[src/hdl/llnm_pkg.sv]
package llnm_pkg;

    localparam int NODE_COUNT_DEF = 64;
    localparam int FIELD_W        = 6;
    localparam int UA_W           = 6;

    typedef enum logic [3:0] {
        REQ_ADD       = 4'd0,
        REQ_ADD_TAIL  = 4'd1,
        REQ_DEL       = 4'd2,
        REQ_DEL_INIT  = 4'd3,
        REQ_MOVE      = 4'd4,
        REQ_MOVE_TAIL = 4'd5,
        REQ_SPLICE    = 4'd6,
        REQ_DEQUEUE   = 4'd7,
        REQ_REPLACE   = 4'd8,
        REQ_REP_INIT  = 4'd9,
        REQ_IS_EMPTY  = 4'd10
    } t_req;

    typedef struct packed {
        logic [3:0]         req_type;
        logic [FIELD_W-1:0] node_a;
        logic [FIELD_W-1:0] node_b;
    } t_cmd;

    typedef struct packed {
        logic [FIELD_W-1:0] node_out;
        logic               found;
        logic               empty_res;
    } t_res;

    // operand select for pointer-table addresses and write data
    typedef enum logic [2:0] {
        SEL_A  = 3'd0,
        SEL_B  = 3'd1,
        SEL_P  = 3'd2,
        SEL_N  = 3'd3,
        SEL_RN = 3'd4,
        SEL_RP = 3'd5
    } t_sel;

    typedef enum logic [1:0] {
        RES_NONE  = 2'd0,
        RES_DEQ   = 2'd1,
        RES_EMPTY = 2'd2
    } t_res_sel;

    typedef struct packed {
        t_sel            rn_addr;
        t_sel            rp_addr;
        logic            wn_en;
        t_sel            wn_addr;
        t_sel            wn_data;
        logic            wp_en;
        t_sel            wp_addr;
        t_sel            wp_data;
        logic            ld_p;
        logic            ld_n;
        logic            jmp_eq;
        logic [UA_W-1:0] jmp_to;
        logic            done;
        t_res_sel        res;
    } t_uop;

    localparam t_uop UOP_NOP = '0;

    localparam logic [UA_W-1:0] UA_FIN  = 6'd0;
    localparam logic [UA_W-1:0] UA_ADD  = 6'd1;
    localparam logic [UA_W-1:0] UA_ADDT = 6'd4;
    localparam logic [UA_W-1:0] UA_DEL  = 6'd7;
    localparam logic [UA_W-1:0] UA_DELI = 6'd9;
    localparam logic [UA_W-1:0] UA_MOVE = 6'd12;
    localparam logic [UA_W-1:0] UA_MOVT = 6'd17;
    localparam logic [UA_W-1:0] UA_SPL  = 6'd22;
    localparam logic [UA_W-1:0] UA_DEQ  = 6'd25;
    localparam logic [UA_W-1:0] UA_REP  = 6'd29;
    localparam logic [UA_W-1:0] UA_REPI = 6'd32;
    localparam logic [UA_W-1:0] UA_EMP  = 6'd36;

    // v mod n by restoring subtraction, no divider
    function automatic logic [FIELD_W-1:0] node_mod(logic [FIELD_W-1:0] v, int n);
        int r;
        r = int'(v);
        for (int k = FIELD_W - 1; k >= 0; k--) begin
            if (r >= (n << k)) begin
                r = r - (n << k);
            end
        end
        return FIELD_W'(r);
    endfunction

    function automatic logic [UA_W-1:0] dispatch(t_req req);
        logic [UA_W-1:0] ua;
        case (req)
            REQ_ADD:       ua = UA_ADD;
            REQ_ADD_TAIL:  ua = UA_ADDT;
            REQ_DEL:       ua = UA_DEL;
            REQ_DEL_INIT:  ua = UA_DELI;
            REQ_MOVE:      ua = UA_MOVE;
            REQ_MOVE_TAIL: ua = UA_MOVT;
            REQ_SPLICE:    ua = UA_SPL;
            REQ_DEQUEUE:   ua = UA_DEQ;
            REQ_REPLACE:   ua = UA_REP;
            REQ_REP_INIT:  ua = UA_REPI;
            REQ_IS_EMPTY:  ua = UA_EMP;
            default:       ua = UA_FIN;
        endcase
        return ua;
    endfunction

    // microcode: reads land in RN/RP in the next step
    function automatic t_uop rom_word(logic [UA_W-1:0] ua);
        t_uop w;
        w = UOP_NOP;
        case (ua)
            // add
            6'd1: begin
                w.rn_addr = SEL_B;
            end
            6'd2: begin
                w.wp_en = 1'b1; w.wp_addr = SEL_RN; w.wp_data = SEL_A;
                w.wn_en = 1'b1; w.wn_addr = SEL_A;  w.wn_data = SEL_RN;
            end
            6'd3: begin
                w.wp_en = 1'b1; w.wp_addr = SEL_A; w.wp_data = SEL_B;
                w.wn_en = 1'b1; w.wn_addr = SEL_B; w.wn_data = SEL_A;
                w.done  = 1'b1;
            end
            // add_tail
            6'd4: begin
                w.rp_addr = SEL_B;
            end
            6'd5: begin
                w.wp_en = 1'b1; w.wp_addr = SEL_B; w.wp_data = SEL_A;
                w.wn_en = 1'b1; w.wn_addr = SEL_A; w.wn_data = SEL_B;
                w.ld_p  = 1'b1;
            end
            6'd6: begin
                w.wp_en = 1'b1; w.wp_addr = SEL_A; w.wp_data = SEL_P;
                w.wn_en = 1'b1; w.wn_addr = SEL_P; w.wn_data = SEL_A;
                w.done  = 1'b1;
            end
            // del
            6'd7: begin
                w.rn_addr = SEL_A; w.rp_addr = SEL_A;
            end
            6'd8: begin
                w.wp_en = 1'b1; w.wp_addr = SEL_RN; w.wp_data = SEL_RP;
                w.wn_en = 1'b1; w.wn_addr = SEL_RP; w.wn_data = SEL_RN;
                w.done  = 1'b1;
            end
            // del_init
            6'd9: begin
                w.rn_addr = SEL_A; w.rp_addr = SEL_A;
            end
            6'd10: begin
                w.wp_en = 1'b1; w.wp_addr = SEL_RN; w.wp_data = SEL_RP;
                w.wn_en = 1'b1; w.wn_addr = SEL_RP; w.wn_data = SEL_RN;
            end
            6'd11: begin
                w.wp_en = 1'b1; w.wp_addr = SEL_A; w.wp_data = SEL_A;
                w.wn_en = 1'b1; w.wn_addr = SEL_A; w.wn_data = SEL_A;
                w.done  = 1'b1;
            end
            // move
            6'd12: begin
                w.rn_addr = SEL_A; w.rp_addr = SEL_A;
            end
            6'd13: begin
                w.wp_en = 1'b1; w.wp_addr = SEL_RN; w.wp_data = SEL_RP;
                w.wn_en = 1'b1; w.wn_addr = SEL_RP; w.wn_data = SEL_RN;
            end
            6'd14: begin
                w.rn_addr = SEL_B;
            end
            6'd15: begin
                w.wp_en = 1'b1; w.wp_addr = SEL_RN; w.wp_data = SEL_A;
                w.wn_en = 1'b1; w.wn_addr = SEL_A;  w.wn_data = SEL_RN;
            end
            6'd16: begin
                w.wp_en = 1'b1; w.wp_addr = SEL_A; w.wp_data = SEL_B;
                w.wn_en = 1'b1; w.wn_addr = SEL_B; w.wn_data = SEL_A;
                w.done  = 1'b1;
            end
            // move_tail
            6'd17: begin
                w.rn_addr = SEL_A; w.rp_addr = SEL_A;
            end
            6'd18: begin
                w.wp_en = 1'b1; w.wp_addr = SEL_RN; w.wp_data = SEL_RP;
                w.wn_en = 1'b1; w.wn_addr = SEL_RP; w.wn_data = SEL_RN;
            end
            6'd19: begin
                w.rp_addr = SEL_B;
            end
            6'd20: begin
                w.wp_en = 1'b1; w.wp_addr = SEL_B; w.wp_data = SEL_A;
                w.wn_en = 1'b1; w.wn_addr = SEL_A; w.wn_data = SEL_B;
                w.ld_p  = 1'b1;
            end
            6'd21: begin
                w.wp_en = 1'b1; w.wp_addr = SEL_A; w.wp_data = SEL_P;
                w.wn_en = 1'b1; w.wn_addr = SEL_P; w.wn_data = SEL_A;
                w.done  = 1'b1;
            end
            // splice
            6'd22: begin
                w.rn_addr = SEL_B; w.rp_addr = SEL_A;
            end
            6'd23: begin
                w.wp_en = 1'b1; w.wp_addr = SEL_A; w.wp_data = SEL_B;
                w.wn_en = 1'b1; w.wn_addr = SEL_B; w.wn_data = SEL_A;
                w.ld_p  = 1'b1; w.ld_n = 1'b1;
            end
            6'd24: begin
                w.wn_en = 1'b1; w.wn_addr = SEL_P; w.wn_data = SEL_N;
                w.wp_en = 1'b1; w.wp_addr = SEL_N; w.wp_data = SEL_P;
                w.done  = 1'b1;
            end
            // dequeue
            6'd25: begin
                w.rn_addr = SEL_A;
            end
            6'd26: begin
                w.rn_addr = SEL_RN;
                w.ld_n    = 1'b1;
                w.jmp_eq  = 1'b1; w.jmp_to = UA_FIN;
            end
            6'd27: begin
                w.wp_en = 1'b1; w.wp_addr = SEL_RN; w.wp_data = SEL_A;
                w.wn_en = 1'b1; w.wn_addr = SEL_A;  w.wn_data = SEL_RN;
            end
            6'd28: begin
                w.wp_en = 1'b1; w.wp_addr = SEL_N; w.wp_data = SEL_N;
                w.wn_en = 1'b1; w.wn_addr = SEL_N; w.wn_data = SEL_N;
                w.done  = 1'b1; w.res = RES_DEQ;
            end
            // replace
            6'd29: begin
                w.rn_addr = SEL_B; w.rp_addr = SEL_B;
            end
            6'd30: begin
                w.wp_en = 1'b1; w.wp_addr = SEL_RN; w.wp_data = SEL_A;
                w.wn_en = 1'b1; w.wn_addr = SEL_A;  w.wn_data = SEL_RN;
                w.ld_p  = 1'b1;
            end
            6'd31: begin
                w.wp_en = 1'b1; w.wp_addr = SEL_A; w.wp_data = SEL_P;
                w.wn_en = 1'b1; w.wn_addr = SEL_P; w.wn_data = SEL_A;
                w.done  = 1'b1;
            end
            // replace_init
            6'd32: begin
                w.rn_addr = SEL_B; w.rp_addr = SEL_B;
            end
            6'd33: begin
                w.wp_en = 1'b1; w.wp_addr = SEL_RN; w.wp_data = SEL_A;
                w.wn_en = 1'b1; w.wn_addr = SEL_A;  w.wn_data = SEL_RN;
                w.ld_p  = 1'b1;
            end
            6'd34: begin
                w.wp_en = 1'b1; w.wp_addr = SEL_A; w.wp_data = SEL_P;
                w.wn_en = 1'b1; w.wn_addr = SEL_P; w.wn_data = SEL_A;
            end
            6'd35: begin
                w.wp_en = 1'b1; w.wp_addr = SEL_B; w.wp_data = SEL_B;
                w.wn_en = 1'b1; w.wn_addr = SEL_B; w.wn_data = SEL_B;
                w.done  = 1'b1;
            end
            // is_empty
            6'd36: begin
                w.rn_addr = SEL_B;
            end
            6'd37: begin
                w.done = 1'b1; w.res = RES_EMPTY;
            end
            default: begin
                w.done = 1'b1;
            end
        endcase
        return w;
    endfunction

endpackage

[src/hdl/llnm_seq.sv]
module llnm_seq (
    input  logic           i_clk,
    input  logic           i_rst_n,
    input  logic           i_go,
    input  llnm_pkg::t_req i_req,
    input  logic           i_eq,
    output logic           o_run,
    output llnm_pkg::t_uop o_uop
);
    import llnm_pkg::*;

    logic            r_run, n_run;
    logic [UA_W-1:0] r_pc, n_pc;
    t_uop            w_word;

    assign w_word = rom_word(r_pc);
    assign o_run  = r_run;
    assign o_uop  = r_run ? w_word : UOP_NOP;

    always_comb begin
        n_run = r_run;
        n_pc  = r_pc;
        if (i_go) begin
            n_run = 1'b1;
            n_pc  = dispatch(i_req);
        end else if (r_run) begin
            if (w_word.done) begin
                n_run = 1'b0;
            end else if (w_word.jmp_eq && i_eq) begin
                n_pc = w_word.jmp_to;
            end else begin
                n_pc = r_pc + UA_W'(1);
            end
        end
    end

    always_ff @(posedge i_clk) begin
        if (!i_rst_n) begin
            r_run <= 1'b0;
            r_pc  <= UA_FIN;
        end else begin
            r_run <= n_run;
            r_pc  <= n_pc;
        end
    end

endmodule

[src/hdl/linked_list_node_manager.sv]
// Node table manager for circular doubly linked rings.
// Command channel: drive a request on i_cmd and raise start; it is transferred
// at a clock edge where start is high and busy is low. Busy stays high from
// the transfer until the last microcode step of that request completes.
// Result channel: o_strobe is high for one cycle with o_res; the receiver
// must take it then, there is no backpressure. Every request, including
// unused codes, gives exactly one result.
// Result timing: the strobe is registered from the last step and comes in the
// cycle after it; busy falls in that same cycle, so the next request can be
// transferred while the result is shown. Each request runs as a sequence of
// microcode steps, since each pointer table has one write port and one
// registered read port; a dequeue on an empty list ends early.
// Reset: after i_rst_n, a clearing pass self-links every node, one entry per
// cycle for NODE_COUNT cycles, with busy held high.
module linked_list_node_manager #(
    parameter int NODE_COUNT = llnm_pkg::NODE_COUNT_DEF
) (
    input  logic           i_clk,
    input  logic           i_rst_n,
    input  logic           start,
    input  llnm_pkg::t_cmd i_cmd,
    output logic           busy,
    output logic           o_strobe,
    output llnm_pkg::t_res o_res
);
    import llnm_pkg::*;

    localparam int IW = $clog2(NODE_COUNT);

    logic [IW-1:0] next_mem [NODE_COUNT];
    logic [IW-1:0] prev_mem [NODE_COUNT];

    logic          r_clr;
    logic [IW-1:0] r_clr_idx;
    logic [IW-1:0] r_a, r_b, r_p, r_n;
    logic [IW-1:0] r_rn, r_rp;
    logic          r_strobe;
    t_res          r_res, n_res;

    logic          w_go, w_run, w_eq;
    t_uop          w_uop;
    logic          w_wn_en, w_wp_en;
    logic [IW-1:0] w_wn_addr, w_wn_data, w_wp_addr, w_wp_data;
    logic [IW-1:0] w_rn_addr, w_rp_addr;

    function automatic logic [IW-1:0] pick(t_sel s, logic [IW-1:0] a, logic [IW-1:0] b,
                                           logic [IW-1:0] p, logic [IW-1:0] n,
                                           logic [IW-1:0] rn, logic [IW-1:0] rp);
        logic [IW-1:0] v;
        case (s)
            SEL_A:   v = a;
            SEL_B:   v = b;
            SEL_P:   v = p;
            SEL_N:   v = n;
            SEL_RN:  v = rn;
            SEL_RP:  v = rp;
            default: v = a;
        endcase
        return v;
    endfunction

    assign busy = r_clr | w_run;
    assign w_go = start & ~busy;
    assign w_eq = (r_rn == r_a);

    llnm_seq u_seq (
        .i_clk   (i_clk),
        .i_rst_n (i_rst_n),
        .i_go    (w_go),
        .i_req   (t_req'(i_cmd.req_type)),
        .i_eq    (w_eq),
        .o_run   (w_run),
        .o_uop   (w_uop)
    );

    always_comb begin
        w_rn_addr = pick(w_uop.rn_addr, r_a, r_b, r_p, r_n, r_rn, r_rp);
        w_rp_addr = pick(w_uop.rp_addr, r_a, r_b, r_p, r_n, r_rn, r_rp);
        if (r_clr) begin
            w_wn_en   = 1'b1;
            w_wp_en   = 1'b1;
            w_wn_addr = r_clr_idx;
            w_wn_data = r_clr_idx;
            w_wp_addr = r_clr_idx;
            w_wp_data = r_clr_idx;
        end else begin
            w_wn_en   = w_uop.wn_en;
            w_wp_en   = w_uop.wp_en;
            w_wn_addr = pick(w_uop.wn_addr, r_a, r_b, r_p, r_n, r_rn, r_rp);
            w_wn_data = pick(w_uop.wn_data, r_a, r_b, r_p, r_n, r_rn, r_rp);
            w_wp_addr = pick(w_uop.wp_addr, r_a, r_b, r_p, r_n, r_rn, r_rp);
            w_wp_data = pick(w_uop.wp_data, r_a, r_b, r_p, r_n, r_rn, r_rp);
        end
    end

    always_ff @(posedge i_clk) begin
        if (w_wn_en) begin
            next_mem[w_wn_addr] <= w_wn_data;
        end
        r_rn <= next_mem[w_rn_addr];
    end

    always_ff @(posedge i_clk) begin
        if (w_wp_en) begin
            prev_mem[w_wp_addr] <= w_wp_data;
        end
        r_rp <= prev_mem[w_rp_addr];
    end

    always_comb begin
        n_res = '0;
        case (w_uop.res)
            RES_DEQ: begin
                n_res.node_out = FIELD_W'(r_n);
                n_res.found    = 1'b1;
            end
            RES_EMPTY: begin
                n_res.empty_res = (r_rn == r_b);
            end
            default: begin
                n_res = '0;
            end
        endcase
    end

    always_ff @(posedge i_clk) begin
        if (!i_rst_n) begin
            r_clr     <= 1'b1;
            r_clr_idx <= '0;
            r_strobe  <= 1'b0;
        end else begin
            if (r_clr) begin
                r_clr_idx <= r_clr_idx + IW'(1);
                if (r_clr_idx == IW'(NODE_COUNT - 1)) begin
                    r_clr <= 1'b0;
                end
            end
            r_strobe <= w_uop.done;
        end
    end

    always_ff @(posedge i_clk) begin
        if (w_go) begin
            r_a <= IW'(node_mod(i_cmd.node_a, NODE_COUNT));
            r_b <= IW'(node_mod(i_cmd.node_b, NODE_COUNT));
        end
        if (w_uop.ld_p) begin
            r_p <= r_rp;
        end
        if (w_uop.ld_n) begin
            r_n <= r_rn;
        end
        if (w_uop.done) begin
            r_res <= n_res;
        end
    end

    assign o_strobe = r_strobe;
    assign o_res    = r_res;

endmodule

[config.mk]
export PLATFORM = sky130hd
export DESIGN_NAME = linked_list_node_manager
export DESIGN_NICKNAME = d
export VERILOG_FILES = /design/src/hdl/llnm_pkg.sv /design/src/hdl/llnm_seq.sv /design/src/hdl/linked_list_node_manager.sv
export SDC_FILE = /design/constraint.sdc
export NUM_CORES = 1
export LEC_CHECK = 0
export BUFFER_PORTS_ARGS = -buffer_cell sky130_fd_sc_hd__buf_2
export CAP_MARGIN = 20
export CORE_ASPECT_RATIO = 1.1
export CORE_MARGIN = 2
export CORE_UTILIZATION = 57
export DETAILED_ROUTE_END_ITERATION = 7
export PLACE_DENSITY = 0.76
export SLEW_MARGIN = 20
export SYNTH_ARGS = -nofsm -noshare
export SYNTH_HDL_FRONTEND = slang
export SYNTH_SLANG_ARGS = --single-unit
[constraint.sdc]
create_clock -name i_clk -period 6.6 [get_ports i_clk]
set_input_delay 0.99 -clock i_clk [delete_from_list [all_inputs] [get_ports i_clk]]
set_output_delay 0.99 -clock i_clk [all_outputs]
set_load 0.005 [all_outputs]
==> results.sh <==
export IMPL_grt_pass1_wl_mm=126
export IMPL_ir_drop_mv=0.269
export IMPL_hp_class="reg -> reg"
export IMPL_grt_antenna_before_repair=0
export IMPL_yosysTopAreaCell="edfxtp_1"
export IMPL_place_congestion=0.932
export IMPL_hold_path_endpoint="r_clr_idx[5]"
export IMPL_num_rows=94
export IMPL_maxSlewViolCount=0
export IMPL_setup_viol=0
export IMPL_fmax_mhz=183
export IMPL_relSlewSlack_pct=23.3
export IMPL_place_hpwl_mm=51.6
export IMPL_fin_crit_sh_pct=82.8
export IMPL_dp_slack_ns=1.27
export IMPL_hold_buffers=0
export IMPL_htreeDepth=3
export IMPL_cts_buffer_depth=3
export IMPL_final_cell_mix="edfxtp_1, nand2_1, nand3_1, nor2_1, clkbuf_16"
export IMPL_routed_wl_mm=83.3
export IMPL_cts_tree="yes"
export IMPL_ys_flop_type="edfxtp_1"
export IMPL_diodes=0
export IMPL_path_class="reg -> reg"
export IMPL_synthArstFlopShare_pct=0
export IMPL_vias_per_cell=6.36
export IMPL_ff2ff_path_depth=13
export IMPL_powerDensity_nw_per_um2=274
export IMPL_finClkSkew_ns=0.0401
export IMPL_final_nets=2521
export IMPL_hold_depth=2
export IMPL_ys_types=81
export IMPL_syn_to_final_growth_pct=9.86
export IMPL_utilization_pct=63.6
export IMPL_syn_mean_instance_area_sq_um=13.9
export IMPL_num_vias=21500
export IMPL_firstDrtPassIters=6
export IMPL_synth_area_leaders="edfxtp_1, nand2_1, mux4_2"
export IMPL_cp_end_kind="register"
export IMPL_status="finished, final reports clean"
export IMPL_grtUsageTotal_pct=26.5
export IMPL_hold_violations=0
export IMPL_layout_drive_gt1_share_pct=12.3
export IMPL_die_h_um=263
export IMPL_die_w_um=239
export IMPL_min_from="r_clr_idx[5]"
export IMPL_final_common_cell="edfxtp_1"
export IMPL_cts_root_buffer="clkbuf_16"
export IMPL_synth_edf_count=800
export IMPL_grt_pass1_vias=21000
export IMPL_ios=29
export IMPL_required_ns=6.83
export IMPL_netlist_instances=2498
export IMPL_overflow=0
export IMPL_seq_area_frac_synth_pct=70.6
export IMPL_clk_latency_ns=0.64
export IMPL_clk_pin_slew_ns=0.07
export IMPL_cts_setup_buffers=0
export IMPL_cp_max_fo=66
export IMPL_syn_nets=2527
export IMPL_numClockSinks=827
export IMPL_initial_core_util_pct=57.9
export IMPL_worst_slack_ns=1.13
export IMPL_setup_tns_ns=0
export IMPL_drc=0
export IMPL_grt_setup_unrepaired="no"
export IMPL_yosysWarningCount=0
export IMPL_min_period_ns=5.47
export IMPL_synth_top_area_share_pct=69.1
export IMPL_worstReg2RegStart="u_seq.r_pc[0]"
export IMPL_fin_cells=3371
export IMPL_dp_cells=3226
export IMPL_ff2ff_setup_slack_ns=1.13
export IMPL_drt_iter0_markers=2631
export IMPL_synth_seq_cells=827
export IMPL_wire_per_inst_um=24.7
export IMPL_leakage_nw=12.8
export IMPL_drv_cap=0
export IMPL_syn_area_sq_um=34800
export IMPL_grt_max_degree=97
export IMPL_design_core_area_sq_um=60100
export IMPL_numCtsBuffers=79
export IMPL_postCtsResizedCells=0
export IMPL_cp_start_kind="register"
export IMPL_whs_ns=0.518
export IMPL_cp_arrival_ns=5.70
export IMPL_ant_nets=0
export IMPL_rr_endpoint="next_mem[62][0]"
export IMPL_die_area_sq_um=63000
export IMPL_worst_pin_slew_ns=1.15
export IMPL_port_buffers=28
## synth_stat cells (5+ instances only)
| library cell | number |
|---|---|
| edfxtp_1 | 800 |
| nand2_1 | 505 |
| nand3_1 | 130 |
| nor2_1 | 121 |
| clkbuf_1 | 85 |
| a21oi_1 | 79 |
| mux2i_1 | 77 |
| nor3_1 | 70 |
| a31oi_1 | 62 |
| mux4_2 | 54 |
| buf_2 | 43 |
| a221oi_1 | 41 |
| o211ai_1 | 31 |
| inv_1 | 30 |
| mux2_2 | 28 |
| a32o_1 | 27 |
| dfxtp_1 | 27 |
| o21ai_0 | 27 |
| nand4_1 | 17 |
| and2_1 | 13 |
| nand2b_1 | 12 |
| o2111ai_1 | 11 |
| ha_1 | 10 |
| nor4_1 | 10 |
| a32oi_1 | 9 |
| buf_1 | 9 |
| buf_4 | 9 |
| buf_6 | 9 |
| nor2b_1 | 9 |
| xnor2_1 | 9 |
| xor2_1 | 9 |
| nand3b_1 | 8 |
| or2_2 | 8 |
| o21a_1 | 7 |
| or3_1 | 7 |
| a22oi_1 | 6 |
| and3_1 | 6 |
| a211o_1 | 5 |
| a211oi_1 | 5 |
| o221ai_1 | 5 |
| o31ai_1 | 5 |
## worst max path at each step
stage / startpoint / end / slack [ns] / cells after the start
after floorplan: u_seq.r_pc[0] / prev_mem[62][0] / 0.02 / 13
after global placement: u_seq.r_pc[3] / next_mem[62][4] / 1.44 / 11
after detailed placement: u_seq.r_pc[0] / next_mem[62][4] / 1.27 / 13
after CTS: u_seq.r_pc[0] / next_mem[62][0] / 1.22 / 13
after global routing: u_seq.r_pc[0] / next_mem[62][0] / 0.81 / 13
final: u_seq.r_pc[0] / next_mem[62][0] / 1.13 / 13
## area by class of cell
| cell class | instances | area, sq um |
|---|---|---|
| sequential | 827 | 24600 |
| multi-input combinational | 1482 | 9410 |
| clock buffer | 93 | 2070 |
| inverter | 31 | 116 |
| fill | 4252 | 21900 |
| timing repair buffer | 71 | 520 |
| tap | 816 | 1020 |
| clock inverter | 51 | 500 |
## flip-flops by register name (all words and copies together) (netlist names)
register,count
prev_mem,384
o_res,8
r_clr,1
r_a,6
next_mem,384
r_clr_idx,6
r_rp,6
r_rn,6
u_seq.r_pc,6
o_strobe,1
r_n,6
r_p,6
u_seq.o_run,1
r_b,6
## power breakdown
group | internal [mW] | switching, mW
logic | 0.0323 | 0.157
registers | 5.77 | 0.0101
clock network | 2.54 | 1.94
## cells by family (layout without fill, tap and decap cells)
family | after synthesis | after routing | synth area share, %
mux | 162 | 162 | 6.77
compound gates | 362 | 362 | 7.52
fa+ha+maj | 10 | 10 | 0.360
flops | 827 | 827 | 70.6
simple gates | 930 | 930 | 11.7
buf+inv | 189 | 246 | 2.58
xor+xnor | 18 | 18 | 0.453
## worst max-delay path, stage by stage (launching register included)
cell      delay, ns
dfxtp_1        0.38
inv_1          0.13
ha_1           0.45
or4bb_1        0.43
o311ai_1       0.12
and2_1         0.58
nor3_4         0.16
a211oi_1       0.55
nand3_1        0.15
a31o_2         0.33
inv_2          0.12
buf_4          0.59
nand2_1        0.24
nor3_1         0.82
## per-stage QoR
step	power, mW	area (sq um)
3_5_place_dp	6.08	35600
2_1_floorplan	5.98	34800
3_3_place_gp	6.07	35600
4_1_cts	10.5	38200
6_report	10.5	38200
5_1_grt	10.7	38200
## metal layers
metal	up-vias	part of all wire, %	track usage, %
li1	9500	-	-
met1	10600	37	33.4
met2	1167	50	44.5
met3	230	8.6	5.12
met4	0	4.4	12.1
met5	-	0	0
Note: power is estimated with default switching activity, not from simulation.
